**config.mk**
```make
export PLATFORM = sky130hd
export DESIGN_NAME = bmcs_hist
export DESIGN_NICKNAME = d
export VERILOG_FILES = /design/src/bmcs_pkg.sv /design/src/bmcs_hist.sv
export SDC_FILE = /design/constraint.sdc
export NUM_CORES = 2
export LEC_CHECK = 0
export BUFFER_PORTS_ARGS = -buffer_cell sky130_fd_sc_hd__buf_4
export CAP_MARGIN = 20
export CORE_MARGIN = 1
export CORE_UTILIZATION = 52
export CTS_BUF_LIST = sky130_fd_sc_hd__clkbuf_2
export CTS_CLUSTER_SIZE = 24
export DETAILED_ROUTE_END_ITERATION = 8
export PLACE_DENSITY_LB_ADDON = 0.08
export SKIP_CTS_REPAIR_TIMING = 1
export SYNTH_ARGS = -nofsm -noshare
export SYNTH_HDL_FRONTEND = slang
export SYNTH_MEMORY_MAX_BITS = 65536
export SYNTH_SLANG_ARGS = --single-unit
```
**constraint.sdc**
```tcl
create_clock -name clk_i -period 2 [get_ports clk_i]
set_clock_uncertainty 0.2 [all_clocks]
set_input_delay 0.3 -clock clk_i [delete_from_list [all_inputs] [get_ports clk_i]]
set_output_delay 0.3 -clock clk_i [all_outputs]
set_load 0.005 [all_outputs]
```
**src/bmcs_pkg.sv**
```systemverilog
// Package for the background-mode contrast stretch block.
// Holds widths, bin limits, state enums and the divider request/response structs.
// No dependencies.
package bmcs_pkg;

  localparam int unsigned PIX_W  = 8;
  localparam int unsigned BIN_W  = 17;
  localparam int unsigned NUM_BINS = 256;

  // Saturation value of a histogram bin
  localparam logic [BIN_W-1:0] BIN_MAX = '1;
  // Full-scale output code
  localparam logic [PIX_W-1:0] FULL_SCALE = 8'd255;

  // Input command codes
  localparam logic CMD_COUNT = 1'b0;
  localparam logic CMD_MAP   = 1'b1;

  // Top-level sequencer
  typedef enum logic [2:0] {
    ST_RUN,
    ST_DIV,
    ST_WAIT,
    ST_SCAN,
    ST_FIN
  } top_state_e;

  // Divider phases
  typedef enum logic [1:0] {
    D_IDLE,
    D_PREP,
    D_ITER,
    D_DONE
  } div_state_e;

  typedef struct packed {
    logic             start;
    logic [PIX_W-1:0] pixel;
    logic [PIX_W-1:0] bg;
    logic [PIX_W-1:0] peak;
  } div_req_t;

  typedef struct packed {
    logic             done;
    logic [PIX_W-1:0] quot;
  } div_rsp_t;

endpackage

```
**src/bmcs_hist.sv**
```systemverilog
// Histogram store: 256 x 17-bit synchronous RAM, one read and one write port.
// Per-entry valid bits give the all-zero reset and the bulk clear. Uses bmcs_pkg.
module bmcs_hist (
  input  logic                        clk_i,
  input  logic                        rst_ni,
  input  logic [bmcs_pkg::PIX_W-1:0]  rd_addr_i,
  input  logic                        wr_en_i,
  input  logic [bmcs_pkg::PIX_W-1:0]  wr_addr_i,
  input  logic [bmcs_pkg::BIN_W-1:0]  wr_data_i,
  input  logic                        clr_i,
  output logic [bmcs_pkg::BIN_W-1:0]  rd_data_o
);

  logic [bmcs_pkg::BIN_W-1:0]    mem_q [bmcs_pkg::NUM_BINS];
  logic [bmcs_pkg::BIN_W-1:0]    rd_data_q;
  logic [bmcs_pkg::NUM_BINS-1:0] vld_q;
  logic                          rd_vld_q;

  // RAM array, read-first, registered read
  always_ff @(posedge clk_i) begin
    rd_data_q <= mem_q[rd_addr_i];
    if (wr_en_i) begin
      mem_q[wr_addr_i] <= wr_data_i;
    end
  end

  // Entry valid bits; an invalid entry reads as zero
  always_ff @(posedge clk_i or negedge rst_ni) begin
    if (!rst_ni) begin
      vld_q    <= '0;
      rd_vld_q <= 1'b0;
    end else begin
      rd_vld_q <= vld_q[rd_addr_i];
      if (clr_i) begin
        vld_q <= '0;
      end else if (wr_en_i) begin
        vld_q[wr_addr_i] <= 1'b1;
      end
    end
  end

  assign rd_data_o = rd_vld_q ? rd_data_q : '0;

endmodule

```
### After elaboration in Yosys (flattened, before gate mapping)

Memory sizes are Yosys's and may differ from the RTL's. A register that Yosys moved wholly into a read port is not among the register bits.
Cells that the tools add are included.

* bitwise operators: 1
* reduce and logical (&&, ||, !) cells: 2
* multiplexer cells: 9
* order comparisons: 3

Operators by type and width (count)
* $mux 256: 2
* $or 256x256->256: 1
* $lt 8x9->1 const B: 2
* $mux 17: 1
* $bmux 1 s8: 1
* $demux 1 s8: 1
* $ge 8x1->1 const B: 1
* $mux 1: 4
* $reduce_bool 2->1: 1
* $logic_and 1x1->1: 1

* memories: 1
* memory bits (writable): 4352
* bits in registers: 257
* output and inout port bits: 17

Memories
* mem_q: words 256, width 17, rd ports 1, clocked after Yosys merged registers in 1, wr ports 1, line bmcs_hist.sv:14 `logic [bmcs_pkg::BIN_W-1:0] mem_q [bmcs_pkg::NUM_BINS];`

### Longest topological paths before layout

* depth after elaboration: 7
* mapped depth: 13

### Worst setup path before layout

OpenSTA, ideal clock, no wires.

* kind: input -> register
* start point: input wr_addr_i[1] (netlist bit)
* end point: memory mem_q[238][0] (netlist bit), enable pin
* path slack: -0.741 ns
* path buffers: 3
* required time: 1.408 ns
* cell stages on the path: 6
* library setup time: 0.392 ns
* arrival: 2.149 ns
* cell sequence: clkbuf_1 > nor2b_1 > clkbuf_1 > nand4_1 > clkbuf_1 > nor2_1

RTL lines
* from (decl): line bmcs_hist.sv:8 `input logic [bmcs_pkg::PIX_W-1:0] wr_addr_i,`
* to (decl): line bmcs_hist.sv:14

Straight into the memory's write port.

### Final worst setup path

* start point: register rd_data_q[9] (netlist bit), read port of mem_q
* end point: output rd_data_o[9] (netlist bit)

* word-level cells in the longest chain between the ends: 1

RTL lines
* from (decl): line bmcs_hist.sv:15 `logic [bmcs_pkg::BIN_W-1:0] rd_data_q;`
* $mux 17: line bmcs_hist.sv:42 `assign rd_data_o = rd_vld_q ? rd_data_q : '0;`
* to (decl): line bmcs_hist.sv:11 `output logic [bmcs_pkg::BIN_W-1:0] rd_data_o`

No other way between the ends.

==> impl_metrics.toml <==
[synth]
syn_area_mm2 = 0.179
async_flop_share_pct = 5.56
synthCells = 8844
synth-edff-count = 4352
ys_types = 55
yosysSeqAreaShare_pct = 76.7
yosysWarnings = 0
synth_fp_nets = 8881
synth_seq_cells = 4626
avgSynthCellArea_um2 = 20.3
synth-main-ff-cell = "edfxtp_1"

[final_layout]
drive_above_1_share_pct = 39.8
seqCellArea_mm2 = 0.137
area_growth_pct = 19.9
final.fill_count = 24700
final_cell_mix = "edfxtp_1, clkbuf_2, buf_4"
num-nets-final = 11300
final_area_mm2 = 0.215
multi_input_area_mm2 = 0.0416
final_common_cell = "edfxtp_1"

[critical_path]
cp_max_fo = 1
cp.required_ns = 1.50
arrival_ns = 3.35
critPathCaptureType = "output pin"
crit_type = "flop to output pin"
startpoint_type = "flop"

[route]
drtPass1Iterations = 8
drcViolationCount = 0
drt-wirelength-per-cell_um = 32.2
wl_um = 535000
ant_nets = 0
vias = 102000
drt_iter0_markers = 11400
via_per_inst = 6.12

[global_route]
grt_pass1_wl_um = 746000
grtUsageMet1_pct = 42.8
grt_util_all_layers_pct = 30.9
antenna_found_initial = 24
grtUsageMet2_pct = 47.7
grt_start_max_net_pins = 93
grt_busiest_layer = "met2"
grt_pass1_vias = 102000
grt_use_met3_pct = 7.77
overflow = 0

[die]
core_area_mm2 = 0.343
ios = 54
row_count = 215
die_x_um = 589
die_area_mm2 = 0.347
initial_utilization_pct = 52.3
die_y_um = 589

[flow_run]
drv_cap = 0

[pwr]
total_power_mw = 182
vdd_drop_max_mv = 0.503
clkPwrFrac_pct = 34.3
sw_frac_of_total_pct = 25.1
power.density_mw_per_mm2 = 846
p_comb_share_pct = 7.3
power_frac_seq_pct = 58.4
p_switching_mw = 45.6
intPower_mw = 136
p_leak_nw = 74.2

[status]
status = "complete, but fails checks"
violations = "hold timing, setup timing"

[sta]
setup_ws_ns = -1.85
hold_ws_ns = -0.203
worstMarginPinSlew_ns = 1.25
hold_viol_final = 74
slew_headroom_pct = 16.3
rsz0062_at_grt = "true"
post-route-period-util_pct = 193
period_needed_ns = 3.85
slew_violations = 0
timing.fmax_mhz = 260
setup_violations = 1498

[min_path]
hp-class = "primary input to flop"

[cts]
clock-sinks = 4626
clk_pin_slew_ns = 0.11
clock_latency_ns = 2.33
cts_tree = "yes"
clockBufferDepth = 5
ctsRootBufferMaster = "clkbuf_2"
htreeDepth = 7
cts_buffers = 1221

[place]
dp_hpwl_um = 337000
portBuffers = 53
post_dp_cell_area_mm2 = 0.201
place_ws_ns = -2.40
gp_congestion = 0.917
cells by family (layout without fill, tap and decap cells):
family | count (synthesis) | count (layout) | share of synthesized area, %
buffers and inverters | 535 | 3729 | 1.79
other | 0 | 17 | 0
flip-flops | 4626 | 4626 | 76.7
multiplexers | 1561 | 1561 | 15.2
AND/OR/NAND/NOR | 1312 | 1312 | 3.12
AO/OA/AOI/OAI | 810 | 810 | 3.17
flip-flops by register name, indices dropped and copies added, names as in the netlist:
| signal | flops |
|---|---|
| rd_data_q | 17 |
| rd_vld_q | 1 |
| mem_q | 4352 |
| vld_q | 256 |
power groups by stage:
stage / Clock, mW / Combinational (mW) / Sequential [mW]
after CTS: 63.8 / 12.3 / 106
after floorplan: 0 / 5.41 / 108
final: 62.3 / 13.2 / 106
after global placement: 0 / 12.1 / 108
after global routing: 68.6 / 13.7 / 106
after detailed placement: 0 / 12.3 / 108
path summary, 6_finish.rpt:
path / end / start / slack [ns] / depth (start not counted)
max reg2reg: rd_data_q[11] / mem_q[183][11] / -0.83 / 8
min: mem_q[39][3] / wr_addr_i[6] / -0.20 / 7
min reg2reg: vld_q[212] / vld_q[212] / 0.30 / 2
max in group asynchronous: vld_q[123] / rst_ni / 0.43 / 7
max: rd_data_o[9] / rd_data_q[9] / -1.85 / 2
min in group asynchronous: vld_q[193] / rst_ni / 0.22 / 6
layout make-up:
cell class / instances / area share, %
Inverter: 4 / 0.0128
Clock buffer: 1771 / 4.13
Antenna cell: 17 / 0.0198
Timing Repair Buffer: 1693 / 9.22
Sequential cell: 4626 / 64.0
Multi-Input combinational cell: 3683 / 19.4
Tap cell: 4557 / 2.65
Clock inverter: 261 / 0.621
cell usage after synthesis (3+ instances only):
cell type / count / area share, %
buf_12: 13 / 0.15
o32ai_1: 3 / 0.015
buf_4: 41 / 0.17
inv_1: 3 / 0.0063
o22ai_1: 222 / 0.77
clkbuf_1: 239 / 0.50
and3_1: 4 / 0.014
mux4_1: 13 / 0.19
edfxtp_1: 4352 / 73
nor4_1: 28 / 0.098
or3_1: 3 / 0.010
nand2_1: 115 / 0.24
and2_1: 18 / 0.063
nor4b_1: 11 / 0.054
a2111oi_0: 5 / 0.024
nand4_1: 26 / 0.091
a21oi_1: 143 / 0.40
dfrtp_1: 257 / 3.6
nor3_1: 213 / 0.59
buf_6: 79 / 0.50
a22oi_1: 71 / 0.30
o21ba_2: 30 / 0.17
o21ai_0: 51 / 0.14
o211ai_1: 25 / 0.10
a22o_1: 35 / 0.17
mux2i_1: 633 / 3.5
buf_2: 107 / 0.30
o221ai_1: 138 / 0.67
nor2_1: 830 / 1.7
a211oi_1: 37 / 0.15
o22a_1: 3 / 0.015
a31oi_1: 4 / 0.014
nand2b_1: 8 / 0.028
buf_8: 9 / 0.075
dfxtp_1: 17 / 0.19
a221oi_1: 33 / 0.16
nor2b_1: 13 / 0.045
mux4_2: 915 / 11
nand3_1: 33 / 0.092
buf_1: 43 / 0.090
critical path, cell delays in order (launching register included):
cell and delay (ns):
dfxtp_1 0.77, and2_4 0.26, buf_6 0.09
metal layers:
layer / share of wire (%) / wire (um)
met2: 47 / 253000
met5: 0.0064 / 34
met4: 3.4 / 18200
met3: 9.6 / 51200
met1: 40 / 212000
per-stage QoR:
step                hold slack [ns]  instances  utilization (%)  TNS [ns]
global placement             0.0847      14400             58.5   -852.40
CTS                           -2.54      16400             61.5    -55.21
floorplan                    -0.196       8844                -   -524.45
detailed placement           0.0932      14400             58.6   -905.37
finish                       -0.203      16600             62.6   -419.55
global route                 -0.421      16600             62.6   -219.24
(Power assumes the default switching activity.)
