<file path="config.mk">
export PLATFORM = sky130hd
export DESIGN_NAME = bmcs_div
export DESIGN_NICKNAME = d
export VERILOG_FILES = /design/src/bmcs_pkg.sv /design/src/bmcs_div.sv
export SDC_FILE = /design/constraint.sdc
export NUM_CORES = 1
export LEC_CHECK = 0
export ABC_AREA = 1
export ABC_CLOCK_PERIOD_IN_PS = 2940
export BUFFER_PORTS_ARGS = -buffer_cell sky130_fd_sc_hd__buf_4
export CAP_MARGIN = 20
export CORE_MARGIN = 2
export CORE_UTILIZATION = 40
export DETAILED_ROUTE_END_ITERATION = 7
export GPL_ROUTABILITY_DRIVEN = 0
export PLACE_DENSITY_LB_ADDON = 0.12
export REMOVE_ABC_BUFFERS = 1
export SYNTH_ARGS = -nofsm -noshare
export SYNTH_HDL_FRONTEND = slang
export SYNTH_SLANG_ARGS = --single-unit
</file>
<file path="constraint.sdc">
create_clock -name clk_i -period 2.94 [get_ports clk_i]
set_input_delay 0.294 -clock clk_i [delete_from_list [all_inputs] [get_ports clk_i]]
set_output_delay 0.294 -clock clk_i [all_outputs]
set_load 0.02 [all_outputs]
</file>
<file path="src/bmcs_pkg.sv">
// Package for the background-mode contrast stretch block.
// Holds widths, bin limits, state enums and the divider request/response structs.
// No dependencies.
package bmcs_pkg;

  localparam int unsigned PIX_W  = 8;
  localparam int unsigned BIN_W  = 17;
  localparam int unsigned NUM_BINS = 256;

  // Saturation value of a histogram bin
  localparam logic [BIN_W-1:0] BIN_MAX = '1;
  // Full-scale output code
  localparam logic [PIX_W-1:0] FULL_SCALE = 8'd255;

  // Input command codes
  localparam logic CMD_COUNT = 1'b0;
  localparam logic CMD_MAP   = 1'b1;

  // Top-level sequencer
  typedef enum logic [2:0] {
    ST_RUN,
    ST_DIV,
    ST_WAIT,
    ST_SCAN,
    ST_FIN
  } top_state_e;

  // Divider phases
  typedef enum logic [1:0] {
    D_IDLE,
    D_PREP,
    D_ITER,
    D_DONE
  } div_state_e;

  typedef struct packed {
    logic             start;
    logic [PIX_W-1:0] pixel;
    logic [PIX_W-1:0] bg;
    logic [PIX_W-1:0] peak;
  } div_req_t;

  typedef struct packed {
    logic             done;
    logic [PIX_W-1:0] quot;
  } div_rsp_t;

endpackage

</file>
<file path="src/bmcs_div.sv">
// Stretch divider: floor((pixel-bg)*255/(peak-bg)), clamped to 255, one quotient bit a cycle.
// Request/response structs from bmcs_pkg.
module bmcs_div (
  input  logic                clk_i,
  input  logic                rst_ni,
  input  bmcs_pkg::div_req_t  req_i,
  input  logic                ack_i,
  output bmcs_pkg::div_rsp_t  rsp_o
);

  bmcs_pkg::div_state_e state_q, state_d;
  logic [2:0]  cnt_q, cnt_d;
  logic [7:0]  diff_q, diff_d;
  logic [7:0]  den_q, den_d;
  logic        zero_q, zero_d;
  logic [7:0]  rem_q, rem_d;
  logic [7:0]  nlo_q, nlo_d;
  logic [7:0]  quot_q, quot_d;
  logic [15:0] num;
  logic [8:0]  trial;
  logic [8:0]  sub;
  logic        ge;

  // diff*255 as a shift and subtract
  assign num   = {diff_q, 8'd0} - {8'd0, diff_q};
  assign trial = {rem_q, nlo_q[7]};
  assign sub   = trial - {1'b0, den_q};
  assign ge    = (trial >= {1'b0, den_q});

  // Phase sequencing and datapath
  always_comb begin
    state_d = state_q;
    cnt_d   = cnt_q;
    diff_d  = diff_q;
    den_d   = den_q;
    zero_d  = zero_q;
    rem_d   = rem_q;
    nlo_d   = nlo_q;
    quot_d  = quot_q;
    unique case (state_q)
      bmcs_pkg::D_IDLE: begin
        if (req_i.start) begin
          diff_d  = req_i.pixel - req_i.bg;
          den_d   = req_i.peak - req_i.bg;
          zero_d  = (req_i.pixel < req_i.bg) || (req_i.peak <= req_i.bg);
          state_d = bmcs_pkg::D_PREP;
        end
      end
      bmcs_pkg::D_PREP: begin
        rem_d  = num[15:8];
        nlo_d  = num[7:0];
        quot_d = '0;
        cnt_d  = '0;
        if (zero_q) begin
          state_d = bmcs_pkg::D_DONE;
        end else if (num[15:8] >= den_q) begin
          // quotient would need a ninth bit
          quot_d  = bmcs_pkg::FULL_SCALE;
          state_d = bmcs_pkg::D_DONE;
        end else begin
          state_d = bmcs_pkg::D_ITER;
        end
      end
      bmcs_pkg::D_ITER: begin
        rem_d  = ge ? sub[7:0] : trial[7:0];
        nlo_d  = {nlo_q[6:0], 1'b0};
        quot_d = {quot_q[6:0], ge};
        cnt_d  = cnt_q + 3'd1;
        if (cnt_q == 3'd7) begin
          state_d = bmcs_pkg::D_DONE;
        end
      end
      bmcs_pkg::D_DONE: begin
        if (ack_i) begin
          state_d = bmcs_pkg::D_IDLE;
        end
      end
      default: state_d = bmcs_pkg::D_IDLE;
    endcase
  end

  always_ff @(posedge clk_i or negedge rst_ni) begin
    if (!rst_ni) begin
      state_q <= bmcs_pkg::D_IDLE;
      cnt_q   <= '0;
    end else begin
      state_q <= state_d;
      cnt_q   <= cnt_d;
    end
  end

  always_ff @(posedge clk_i) begin
    diff_q <= diff_d;
    den_q  <= den_d;
    zero_q <= zero_d;
    rem_q  <= rem_d;
    nlo_q  <= nlo_d;
    quot_q <= quot_d;
  end

  assign rsp_o.done = (state_q == bmcs_pkg::D_DONE);
  assign rsp_o.quot = quot_q;

endmodule

</file>
Yosys cells after proc, flatten, opt, wreduce, memory -nomap -nowiden
Cells that the tools add are included.
{"block": "totals", "wordCells": 42, "register_bits": 46, "output_inout_bits": 9}
{"block": "op_classes", "n_reduce_logical": 5, "eq_ne": 7, "addsub": 5, "muxes": 13, "order_cmp": 4}
{"op": "$pmux W8 S2", "n": 3}
{"op": "$mux W8", "n": 3}
{"op": "$sub A8 B8 Y8", "n": 3}
{"op": "$sub A16 B8 Y16", "n": 1}
{"op": "$ge A9 B8 Y1", "n": 1}
{"op": "$ge A8 B8 Y1", "n": 1}
{"op": "$le A8 B8 Y1", "n": 1}
{"op": "$lt A8 B8 Y1", "n": 1}
{"op": "$pmux W2 S4", "n": 1}
{"op": "$mux W2", "n": 3}
{"op": "$ne A2 B2 Y1 const B", "n": 3}
{"op": "$pmux W3 S2", "n": 1}
{"op": "$eq A2 B2 Y1 const B", "n": 2}
{"op": "$add A3 B1 Y3 const B", "n": 1}
{"op": "$eq A3 B3 Y1 const B", "n": 1}
{"op": "$reduce_and A3 Y1", "n": 1}
{"op": "$eq A2 B1 Y1 const B", "n": 1}
{"op": "$logic_not A2 Y1", "n": 1}
{"op": "$mux W1", "n": 2}
{"op": "$reduce_and A2 Y1", "n": 1}
{"op": "$reduce_bool A2 Y1", "n": 1}
{"op": "$logic_or A1 B1 Y1", "n": 1}

Longest topological paths before layout
Gate-level depths: netlist of run 1.
{"block": "depth", "depth_word": 5, "depth_mapped": 18}

Least setup slack after synthesis of run 1
OpenSTA, ideal clock, no wires.
{"block": "synth_timing", "kind": "register -> register", "from": "register diff_q[1]", "to": "register quot_q[0], data pin", "slack_ps": 661, "synth_period_minus_slack_ps": 2279, "stages_incl_launch_ff": 18, "required_time_ps": 2676, "arrival_time_ps": 2015, "cell_sequence": "edfxtp_1 inv_1 ha_1 nand2_2 nor2_4 nand2_2 nand2_1 nand2_1 and2_1 ha_1 nand2_1 inv_1 nand2_1 nand2_1 nand2_1 nand2_1 nand3_1 nand2_1"}
{"block": "synth_via", "elab_chain_len": 5}
{"item": "start, declared", "line": "bmcs_div.sv:13", "text": "logic [7:0] diff_q, diff_d;"}
{"item": "start signal, assigned", "line": "bmcs_div.sv:93", "text": "diff_q <= diff_d;"}
{"item": "$sub A16 B8 Y16", "line": "bmcs_div.sv:25", "text": "assign num = {diff_q, 8'd0} - {8'd0, diff_q};"}
{"item": "$ge A8 B8 Y1", "line": "bmcs_div.sv:56", "text": "end else if (num[15:8] >= den_q) begin"}
{"item": "$mux W8", "line": "bmcs_div.sv:56"}
{"item": "$mux W8", "line": "bmcs_div.sv:54", "text": "if (zero_q) begin"}
{"item": "$pmux W8 S2", "line": "bmcs_div.sv:40", "text": "unique case (state_q)"}
{"item": "net quot_d[0]", "line": "bmcs_div.sv:18", "text": "logic [7:0] quot_q, quot_d;"}
{"item": "end signal, assigned", "line": "bmcs_div.sv:98", "text": "quot_q <= quot_d;"}
{"item": "end, declared", "line": "bmcs_div.sv:18"}
The timed path passes the listed nets, and every way through them passes these cells.
A chain may end at the register's enable or synchronous reset.

Worst setup path in the final report of run 1
{"block": "layout_timing", "from": "register diff_q[1]", "to": "register quot_q[4], data pin"}
The elaborated chain is that of the path after synthesis.

==> impl_metrics.toml, run 1 <==
[cells_and_area]
antenna_cells = 0
area_growth_pct = 14.0
drive_above_1_share = 0.141
nets = 562

[place]
pre_cts_ws_ns = 0.388
portBuffers = 36
hpwl_mm = 6.25

[synthesis]
synth_top_area_share = 0.340
synth_top_area_cell = "edfxtp_1"
synthDistinctLibCells = 34
ys_ff_latch = 46
synth_flop_cell = "edfxtp_1"
synth_area_mm2 = 0.00362
avgSynthCellArea_um2 = 8.09
ys_warn_count = 0
synth_most_common_cell = "nand2_1"
ys_seq_area_frac = 0.374
ys_top_cells_by_area = "edfxtp_1 34%, ha_1 14%, nand2_1 13%"
synth_edf_count = 41
synth_cells = 448
synth-async-reset-ratio = 0.109
netlist_top_cells_count = "127 x nand2_1, 69 x inv_1, 41 x edfxtp_1, 41 x ha_1, 32 x nand3_1"

[worst_setup_path]
worstPathArrival_ns = 2.59
cpMaxStageDelayCell = "edfxtp_1"
slowest_delay_ns = 0.40
critPathRequiredTime_ns = 2.99
cp_top_family = "simple AND/OR/NAND/NOR gates"
crit_type = "reg2reg"
cp_cell_sequence = "inv_1 > ha_1 > nand2_2 > nor2_4 > nand2_2 > nand2_1 > nand2_1 > and2_1 > ha_1 > nand2_1 > inv_1 > nand2_1 > nand2_1 > nand2_1 > nand2_1 > nand3_1 > nand2_1"
end_kind = "flop"
crit_top_cell = "nand2_1"
startpoint = "diff_q[1]"
rr_startpoint = "diff_q[1]"
worst-path-buf-inv = 2
critPathLaunchType = "flop"
cp_max_fo = 8

[floorplan]
io_pins = 37
rows = 34
start_util = 0.414
die-area_mm2 = 0.00984
die_y_um = 99.2
die_w_um = 99.2
core-area_mm2 = 0.00876

[clocking]
worstSkewPairLatency_ns = 0.30
clk_pin_slew_ns = 0.09
post_cts_resized = 0
numCtsBuffers = 5
cts_buffer_depth = 2
htreeDepth = 2
cts_setup_buffers = 0
clock_sinks = 46
cts_tree = "built"
clockRootBuffer = "clkbuf_8"

[detailed_routing]
drc = 0
first_iter_violations = 127
drt_pass1_iterations = 4
vias = 2981
routed_via_density = 4.98
wire_per_inst_um = 12.9
ant_nets = 0
wl_mm = 7.73

[timing]
worst_slack_ns = 0.391
final_hold_viol_count = 0
timing.setup.tns_ns = 0
rsz0062_at_grt = "false"
tightest_slew_ns = 0.602
period_share = 0.867
finalSetupViolCount = 0
finalMaxSlewViolations = 0
period_minus_slack_ns = 2.55
fin_skew_ns = 0.00632
maxSlewHeadroom = 0.598
max_freq_mhz = 392

[pwr]
p_leak_uw = 0.00208
pwr_density_cell_mw_per_mm2 = 879
ir_worst_vdd_v = 0.000448

[global_route]
grt_pass1_wl_mm = 13.7
antenna_found_initial = 0
grt_use_total = 0.170
overflow = 0
grt_start_max_net_pins = 29
grt_pass1_vias = 2985

[hold_path]
hp-class = "in2async"

[run_status]
run_status = "completed"

[flow_run]
cap_violations = 0
## timing repair
action | in CTS | in global routing
hold buffers | 1 | 0
setup endpoints to repair | 0 | 0
endpoints found under the hold margin | 5 | 0
## state kept, by name, indices dropped and copies added (netlist names)
signal   cells
zero_q       1
diff_q       8
nlo_q        8
den_q        8
quot_q       8
rem_q        8
cnt_q        3
state_q      2
## per-layer routing
| layer | part of all wire | global-route usage |
|---|---|---|
| met5 | 0 | 0 |
| met4 | 0.015 | 0.0379 |
| met1 | 0.49 | 0.234 |
| met2 | 0.46 | 0.287 |
| met3 | 0.036 | 0.0239 |
## cells by family (layout without fill, tap and decap cells)
family,Yosys count,after routing,synth area share
buffers and inverters,81,124,0.0842
AND/OR/NAND/NOR,221,221,0.279
adder cells (fa/ha/maj),44,44,0.158
XOR/XNOR,16,16,0.0407
AO/OA/AOI/OAI,40,40,0.0642
flip-flops,46,46,0.374
## cell type report
| class | count | area (µm²) |
|---|---|---|
| timing repair buffer | 39 | 295 |
| clock buffer | 7 | 86.3 |
| inverter | 77 | 289 |
| tap | 108 | 135 |
| fill | 877 | 4630 |
| clock inverter | 1 | 8.76 |
| sequential | 46 | 1360 |
| multi-input combinational | 321 | 1960 |
## worst paths after layout
| path | slack [ns] | endpoint | cells past startpoint |
|---|---|---|---|
| worst max-delay path | 0.39 | quot_q[4] | 17 |
| worst min-delay path | 0.33 | state_q[0] | 2 |
| worst max register to register | 0.39 | quot_q[4] | 17 |
| worst min register to register | 0.49 | cnt_q[0] | 1 |
| max in group asynchronous | 2.51 | cnt_q[0] | 2 |
| min in group clk_i | 0.43 | diff_q[0] | 3 |
## metrics by stage
step | hold slack [ns] | total power, µW | utilization | instance area (µm²) | instances
3_3_place_gp | 0.100 | 3210 | 0.460 | 4030 | 590
4_1_cts | 0.325 | 3670 | 0.472 | 4130 | 599
5_1_grt | 0.326 | 4010 | 0.472 | 4130 | 599
6_report | 0.326 | 3630 | 0.472 | 4130 | 599
3_5_place_dp | 0.101 | 3250 | 0.460 | 4030 | 590
2_1_floorplan | -0.00159 | 2700 | - | 3610 | 444
## report_power, final
| group | switching (µW) | internal (µW) |
|---|---|---|
| clock network | 218 | 195 |
| logic | 1280 | 687 |
| registers | 130 | 1120 |
| total | 1630 | 2010 |
## worst reg2reg max path, stage by stage (launching register included)
cell and delay, ns:
edfxtp_1 0.40, inv_1 0.15, ha_1 0.27, nand2_2 0.11
nor2_4 0.11, nand2_2 0.09, nand2_1 0.06, nand2_1 0.05
and2_1 0.14, ha_1 0.27, nand2_1 0.06, inv_1 0.03
nand2_1 0.05, nand2_1 0.05, nand2_1 0.07, nand2_1 0.05
nand3_1 0.22, nand2_1 0.10
## placed cells by master (no fill, tap or decap), types with 5 or more instances in the layout
| master | netlist | routed |
|---|---|---|
| nand3_1 | 32 | 32 |
| xor2_1 | 10 | 10 |
| nand2_1 | 127 | 127 |
| xnor2_1 | 5 | 5 |
| inv_2 | 8 | 8 |
| inv_1 | 69 | 69 |
| a21oi_1 | 18 | 18 |
| clkbuf_8 | 0 | 6 |
| nand4_1 | 15 | 15 |
| buf_4 | 0 | 38 |
| ha_1 | 41 | 41 |
| dfrtp_1 | 5 | 5 |
| edfxtp_1 | 41 | 41 |
| o21ai_0 | 7 | 7 |
| nor2_1 | 26 | 26 |
| nand2_2 | 5 | 5 |
Note: power is estimated with default switching activity, not from simulation.
==> run 2: changes to the inputs <==
GPL_TIMING_DRIVEN = 0   (was unset)
MAX_ROUTING_LAYER = met4   (was unset)
==> impl_metrics.toml, run 2 (synthesis gave the netlist of run 1 again) <==
[clocking]
clock_sinks = 46
worstSkewPairLatency_ns = 0.31
clk_pin_slew_ns = 0.09
cts_setup_buffers = 0
cts_buffer_depth = 2
clockRootBuffer = "clkbuf_8"
cts_tree = "built"
numCtsBuffers = 5
htreeDepth = 2

[cells_and_area]
nets = 561
antenna_cells = 0
drive_above_1_share = 0.143
area_growth_pct = 15.1
layout_commonest_cell = "nand2_1"
layout_common_cells = "127 x nand2_1, 69 x inv_1, 41 x edfxtp_1"
final_area_mm2 = 0.00417

[pwr]
ir_worst_vdd_v = 0.000386
pwr_density_cell_mw_per_mm2 = 901
p_leak_uw = 0.00209

[timing]
finalSetupViolCount = 0
rsz0062_at_grt = "false"
timing.setup.tns_ns = 0
maxSlewHeadroom = 0.608
period_share = 0.902
fin_skew_ns = 0.00616
period_minus_slack_ns = 2.65
tightest_slew_ns = 0.587
finalMaxSlewViolations = 0
max_freq_mhz = 377
final_hold_viol_count = 0

[detailed_routing]
wire_per_inst_um = 12.5
met2WireLength_mm = 3.49
vias = 2948
routed_via_density = 4.93
wl_met3_um = 244
ant_nets = 0
drt_pass1_iterations = 4
drc = 0
wl_met1_mm = 3.62
highest_layer = "met4"
wl_mm = 7.48
first_iter_violations = 144

[worst_setup_path]
rr_startpoint = "diff_q[4]"
r2r-end = "quot_q[0]"
r2r_cells = 18
end_kind = "flop"
worstPathArrival_ns = 2.71
cp_max_fo = 8
regToRegSetupSlack_ns = 0.29
critPathLaunchType = "flop"
critPathRequiredTime_ns = 2.99
crit_type = "reg2reg"

[floorplan]
die_y_um = 99.2
rows = 34
start_util = 0.414
die-area_mm2 = 0.00984
io_pins = 37
die_w_um = 99.2
core-area_mm2 = 0.00876

[global_route]
grt_use_total = 0.164
grt_start_max_net_pins = 30
grt_pass1_wl_mm = 12.9
overflow = 0
antenna_found_initial = 0
grt_pass1_vias = 2781

[run_status]
run_status = "completed"

[hold_path]
hp-class = "in2async"

[flow_run]
cap_violations = 0

[place]
dpl-instance-area_mm2 = 0.00401
hpwl_mm = 6.00
portBuffers = 36
## run 2: cell types whose count changed in the layout (fill, tap and decap cells not counted), sizes merged
cell      change
clkbuf        -2
buf           -1
bufinv        +1
clkinvlp      +1
## run 2: area by class of cell
type | instances | area [µm²]
multi-input cells | 321 | 1970
repair buffers | 38 | 308
inverters | 77 | 289
clock inverters | 3 | 48.8
fillers | 863 | 4590
flip-flops and latches | 46 | 1360
clock buffers | 5 | 68.8
well taps | 108 | 135
## run 2: metal layers
layer | vias to the layer above | GRT usage
met3 | 9 | 0.0225
met4 | 0 | 0.0464
met2 | 63 | 0.263
met1 | 1322 | 0.219
met5 | - | -
li1 | 1554 | -
## run 2: worst max-delay path by stage
stage                from   endpoint  cells after the start
2_1_floorplan   diff_q[1]  quot_q[0]                     17
3_3_place_gp   state_q[0]  quot_q[5]                      5
3_5_place_dp   state_q[0]  quot_q[4]                      5
4_1_cts        state_q[0]  quot_q[4]                      5
5_1_grt         diff_q[1]  quot_q[6]                     17
6_report        diff_q[4]  quot_q[0]                     18
## run 2: timing repair
action                                 in CTS  in global routing
setup endpoints to repair                   0                 10
gates resized for setup                     0                  1
hold buffers                                1                  0
endpoints found under the hold margin       5                  0
## run 2: power by group
group | switching, µW | internal [µW]
combinational | 1270 | 744
sequential | 132 | 1120
clock | 232 | 259
## run 2: stage by stage
step	instances	util	hold slack, ns	power [µW]	setup WS (ns)
after global placement	588	0.458	0.0994	3180	0.0745
after detailed placement	588	0.458	0.102	3220	0.0271
after floorplan	444	-	-0.00159	2700	0.660
final	598	0.476	0.317	3760	0.287
after CTS	597	0.473	0.309	3720	0.0279
after global routing	598	0.476	0.319	4100	0.0564
## run 2: worst max-delay path, cell delays in order, from the launching register on
cell and delay [ns]:
edfxtp_1 0.49, inv_2 0.13, nand2_1 0.09, nor2_4 0.15, nand2_2 0.09, nor2_4 0.11
nand2_2 0.09, nand2_1 0.07, nand2_1 0.07, and2_1 0.14, ha_1 0.26, nand2_1 0.06
inv_1 0.03, nand2_1 0.05, nand2_1 0.05, nand2_1 0.07, nand2_1 0.05, nand3_1 0.30
nand2_1 0.09
